[config.mk]
export PLATFORM = sky130hd
export DESIGN_NAME = obwl_queue
export DESIGN_NICKNAME = d
export VERILOG_FILES = /design/src/rtl/obwl_pkg.sv /design/src/rtl/obwl_queue.sv
export SDC_FILE = /design/constraint.sdc
export NUM_CORES = 1
export LEC_CHECK = 0
export BUFFER_PORTS_ARGS = -buffer_cell sky130_fd_sc_hd__buf_2
export CAP_MARGIN = 10
export CORE_AREA = 3 3 615 617
export CTS_BUF_LIST = sky130_fd_sc_hd__clkbuf_4 sky130_fd_sc_hd__clkbuf_8
export DETAILED_ROUTE_END_ITERATION = 12
export DIE_AREA = 0 0 618 620
export PLACE_DENSITY = 0.37
export SLEW_MARGIN = 20
export SYNTH_ARGS = -nofsm -noshare
export SYNTH_HDL_FRONTEND = slang
export SYNTH_SLANG_ARGS = --single-unit
[constraint.sdc]
create_clock -name clk -period 52.9 [get_ports clk]
set_input_delay 10.58 -clock clk [delete_from_list [all_inputs] [get_ports clk]]
set_output_delay 10.58 -clock clk [all_outputs]
set_load 0.03 [all_outputs]
[src/rtl/obwl_pkg.sv]
// Shared types, edge table and fixed-point helpers for the box wireframe block.
package obwl_pkg;

  localparam int EdgeCount = 12;
  localparam logic [3:0] LastEdge = 4'(EdgeCount - 1);

  typedef logic signed [31:0] coord_t;
  typedef coord_t [2:0] vec_t;

  typedef struct packed {
    vec_t [7:0]  corner;
    logic [31:0] color;
  } box_t;

  typedef struct packed {
    logic valid;
    box_t data;
  } box_push_t;

  localparam coord_t CoordMax = 32'sh7fffffff;
  localparam coord_t CoordMin = 32'sh80000000;

  function automatic coord_t sat32(input logic signed [35:0] x);
    if (x > 36'sd2147483647) begin
      return CoordMax;
    end else if (x < -36'sd2147483648) begin
      return CoordMin;
    end
    return x[31:0];
  endfunction

  function automatic coord_t neg_sat(input coord_t x);
    if (x == CoordMin) begin
      return CoordMax;
    end
    return -x;
  endfunction

  // Q2.14 x Q16.16 product back to Q16.16, round half up.
  function automatic coord_t round_prod(input logic signed [47:0] p);
    logic signed [48:0] t;
    logic signed [34:0] r;
    t = {p[47], p} + 49'sd8192;
    r = t[48:14];
    return sat32(36'(r));
  endfunction

  function automatic coord_t sub_sat(input coord_t a, input coord_t b);
    return sat32(36'(a) - 36'(b));
  endfunction

  function automatic coord_t add_sat(input coord_t a, input coord_t b);
    return sat32(36'(a) + 36'(b));
  endfunction

  function automatic logic [2:0] edge_from(input logic [3:0] e);
    case (e)
      4'd0, 4'd3, 4'd8:  return 3'd0 + ((e == 4'd3) ? 3'd2 : 3'd0);
      4'd1, 4'd9:        return 3'd1;
      4'd2, 4'd11:       return 3'd3;
      4'd4:              return 3'd4;
      4'd5:              return 3'd5;
      4'd6:              return 3'd7;
      4'd7:              return 3'd6;
      4'd10:             return 3'd2;
      default:           return 3'd0;
    endcase
  endfunction

  function automatic logic [2:0] edge_to(input logic [3:0] e);
    case (e)
      4'd0:    return 3'd1;
      4'd1:    return 3'd3;
      4'd2:    return 3'd2;
      4'd3:    return 3'd0;
      4'd4:    return 3'd5;
      4'd5:    return 3'd7;
      4'd6:    return 3'd6;
      4'd7:    return 3'd4;
      4'd8:    return 3'd4;
      4'd9:    return 3'd5;
      4'd10:   return 3'd6;
      4'd11:   return 3'd7;
      default: return 3'd0;
    endcase
  endfunction

endpackage

[src/rtl/obwl_queue.sv]
// Short queue of finished boxes between the corner pipeline and the line emitter.
module obwl_queue import obwl_pkg::*; #(
  parameter int QDEPTH = 2
) (
  input  logic                         clk,
  input  logic                         rst,
  input  box_push_t                    q_push,
  input  logic                         q_pop,
  output box_t                         head,
  output logic [$clog2(QDEPTH+1)-1:0]  count
);

  localparam int PW = $clog2(QDEPTH);
  localparam int CW = $clog2(QDEPTH + 1);

  box_t          mem [QDEPTH];
  logic [PW-1:0] wr_ptr;
  logic [PW-1:0] rd_ptr;

  assign head = mem[rd_ptr];

  always_ff @(posedge clk) begin
    if (rst) begin
      wr_ptr <= '0;
      rd_ptr <= '0;
      count  <= '0;
    end else begin
      if (q_push.valid) begin
        wr_ptr <= (wr_ptr == PW'(QDEPTH - 1)) ? '0 : wr_ptr + PW'(1);
      end
      if (q_pop) begin
        rd_ptr <= (rd_ptr == PW'(QDEPTH - 1)) ? '0 : rd_ptr + PW'(1);
      end
      case ({q_push.valid, q_pop})
        2'b10:   count <= count + CW'(1);
        2'b01:   count <= count - CW'(1);
        default: count <= count;
      endcase
    end
    if (q_push.valid) begin
      mem[wr_ptr] <= q_push.data;
    end
  end

endmodule

[Word level (Yosys, flattened, before mapping)]
Memory sizes are Yosys's and may differ from the RTL's. A register that Yosys moved wholly into a read port is not among the register bits.
Cells that the tools add are included.
Storage, ports and cells
  RAM bits: 1600
  memories: 1
  bits in registers: 4
  word-level logic and storage cells: 18
  bits in latches: 0
  bits in read-only memories: 0
  output and inout port bits: 802
Memories
  mem: depth 2, width 800, read ports 1, clocked after Yosys merged registers in 1, write ports 1, line obwl_queue.sv:16  | box_t mem [QDEPTH];
Operators by class
  $mul: 0
  muxes and demuxes: 7
  bitwise operators: 0
  eq/ne operators: 2
  $add $sub $neg: 4
  shift operators: 0
  div/mod/pow operators: 0
  order comparisons: 0
  reduce and logical (&&, ||, !) cells: 1
Operator list (number)
  $mux W1: 6
  $pmux W2 S2: 1
  $add A1 B1 Y1 const B: 2
  $add A2 B1 Y2 const B: 1
  $eq A2 B1 Y1 const B: 1
  $eq A2 B2 Y1 const B: 1
  $reduce_bool A2 Y1: 1
  $sub A2 B1 Y2 const B: 1

[Longest topological paths before layout]
  depth after elaboration: 4
  depth in mapped cells: 5

[Worst setup path after synthesis]
No wires, ideal clock.
  path type: input port to flip-flop
  start point: in q_push[800] (netlist name)
  end point: mem mem[0][0] (netlist name), enable pin
  arrival: 44.101 ns
  cell stages on the path: 2
  slack: 6.789 ns
  data required time: 50.890 ns
  setup time: 2.010 ns
  path buffers: 0
  path through: inv_1 nor2_1
On the way
  cells in the longest elaborated chain, start to end: 2
RTL lines
  start: declaration: line obwl_queue.sv:7  | input box_push_t q_push,
  $mux W1: line obwl_queue.sv:40  | if (q_push.valid) begin
  $mux W1 (not written as such): line obwl_queue.sv:41  | mem[wr_ptr] <= q_push.data;
  end: declaration: line obwl_queue.sv:16
Every way passes these cells.

==> reports/qor.csv <==
stage;metric;value;unit
power;vdd_drop_max;21.9;uV
cells_and_area;layout_commonest_cell;buf_2;
global_route;grt_max_degree;145;
synthesis;avgSynthCellArea;23.3;um^2
synthesis;ys_top_cells_by_area;edfxtp_1, mux2_2, clkbuf_8, buf_6, dfxtp_1;
setup_path;crit_fanout;110;
global_route;grt_overflow;0;
synthesis;yosys_warnings;0;
clock_network;post-cts-setup-buffer-count;0;
clock_network;h-tree-depth;5;
synthesis;synth_nets;3314;
floorplanning;start_util;15.7;%
synthesis;postSynthCellCount;2509;
timing;setup_tns;0;ps
clock_network;numCtsBuffers;315;
floorplanning;die_x;618;um
clock_network;cts_buffer_depth;4;
cells_and_area;drive_gt1_share;63.4;%
floorplanning;die_area;383000;um^2
floorplanning;rows;224;
setup_path;worst-setup-path-type;flip-flop to primary output;
setup_path;endpoint;head[348];
cells_and_area;layout_common_cells;buf_2, edfxtp_1, mux2_2, clkbuf_8, clkbuf_4;
setup_path;critPathLaunchType;flip-flop;
synthesis;synth_top_area_share;82.2;%
floorplanning;ioPinCount;1606;
timing;maxSlewHeadroom;29.1;%
setup_path;r2r-start;wr_ptr;
routing;drt_iter0_markers;1736;
setup_path;r2r_setup_slack;47470;ps
timing;skew;60.5;ps
clock_network;clock_latency;1000;ps
routing;first_pass_iters;7;
clock_network;cts_root_buf;clkbuf_8;
place;gp_congestion;0.839;
setup_path;endpoint_kind;primary output;
cells_and_area;regArea;48100;um^2
place;pre_cts_ws;36970;ps
timing;slew_violations;0;
cells_and_area;fill_cells;39572;
setup_path;crit_required;42320;ps
floorplanning;die_h;620;um
worst_hold_path;hp-class;flip-flop to flip-flop;
global_route;grt_pass1_wl;318000;um
cells_and_area;areaGrowthSynthToFinish;33.7;%
global_route;grt_pass1_vias;34410;
timing;holdWs;508;ps
clock_network;ctsHoldBuffers;0;
synthesis;synthFlopType;edfxtp_1;
clock_network;cts_resized;0;
routing;dr_total_vias;32636;
routing;viasPerCell;3.38;
synthesis;synth_edf_count;1600;
timing;rsz0062_at_grt;no;
routing;postRouteAntennaNets;0;
routing;drc;0;
synthesis;synth_top_cell_by_area;edfxtp_1;
routing;wl_per_cell;25.7;um
timing;setup_ws;36520;ps
power;power.density;41.1;nW/um^2
timing;tightest_slew;1060;ps
floorplanning;core_region_area;372000;um^2
cells_and_area;multi_input_area;9110;um^2
power;leakage;0.0278;uW
clock_network;cts_tree;built;
synthesis;ys_types;14;
routing;wirelength;248000;um
setup_path;regToRegEndpoint;mem[1][119];
cells_and_area;finalNonFillerCells;9644;
timing;period_share;31.0;%
setup_path;rr_worst_depth;6;
synthesis;synth-seq-cells;1605;
place;dp_cells;9034;
timing;hold_viol;0;
global_route;antenna_found_initial;231;
cells_and_area;post-route-util;21.0;%
synthesis;syn-cell-area;58400;um^2
job;drv_cap;0;
synthesis;seq_area_frac_synth;82.4;%
outcome;status;complete, no violations;
synthesis;async_flop_share;0;%
cells_and_area;nNetsFinal;5185;
clock_network;clock_sink_count;1605;
timing;finalSetupViolations;0;
global_route;grt_usage;12.3;%
clock_network;cts.clk_slew.worst_paths;50;ps
place;dp.final_hpwl;192000;um
timing;period_minus_slack;16380;ps
setup_path;cp.arrival;5800;ps
timing;timing.fmax;0.0611;GHz
place;portBuffers;1605;
-- Yosys cell counts, types with 3 or more instances --
cell,instances
edfxtp_1,1600
mux2_2,800
clkbuf_8,80
buf_6,9
dfxtp_1,5
nor2_1,5
xnor2_1,3
-- registers in the layout, indices dropped and copies added (netlist names), named ones only --
| signal | flops |
|---|---|
| wr_ptr | 1 |
| mem | 1600 |
| count | 2 |
| rd_ptr | 1 |
-- kinds of logic after synthesis --
kind of cell,count (synthesis),synth area share [%]
compound gates,2,0.0171
fa+ha+maj,1,0.0214
flops,1605,82.4
buf+inv,90,2.06
mux,800,15.4
simple gates,7,0.0535
xor+xnor,4,0.0599
-- metal layers --
layer	track usage [%]	vias to the layer above	wire length [um]
li1	-	13963	-
met1	13.4	16479	91000
met3	5.03	617	23400
met2	21.4	1509	123000
met5	0	-	412
met4	4.18	68	9380
-- report_power, final --
group | switching [uW] | total, uW | internal, uW | leakage (uW)
clock | 556 | 1250 | 690 | 0.00321
combinational | 320 | 457 | 137 | 0.00956
sequential | 17.0 | 1510 | 1490 | 0.0151
-- final cells by class --
class,instances,area share (%)
inverters,1,0.00480
repair buffers,1643,10.7
clock inverters,133,1.34
clock buffers,412,6.49
well taps,4972,7.96
flip-flops and latches,1605,61.6
multi-input cells,814,11.7
diodes,64,0.205
-- critical path, stage by stage (launching register included) --
cell and delay, ps:
dfxtp_4 980, buf_4 860, buf_12 500, buf_4 660, buf_4 840, mux2_2 430
buf_2 180
-- per-stage QoR --
step                instance area, um^2  total power (uW)
floorplan                         58400              1900
global placement                  71900              2000
detailed placement                71900              2000
CTS                               78000              3290
global route                      78000              3360
finish                            78200              3210
-- how the worst min path moves through the flow --
| stage | cells after the start | slack (ps) | start | to |
|---|---|---|---|---|
| global route | 2 | 530 | count[1] | count[1] |
| floorplan | 2 | 480 | rd_ptr | flip-flop |
| CTS | 2 | 510 | count[1] | count[1] |
| detailed placement | 2 | 500 | count[1] | count[1] |
| global placement | 2 | 470 | count[1] | count[1] |
| finish | 2 | 510 | count[1] | count[1] |
(Power assumes the default switching activity.)
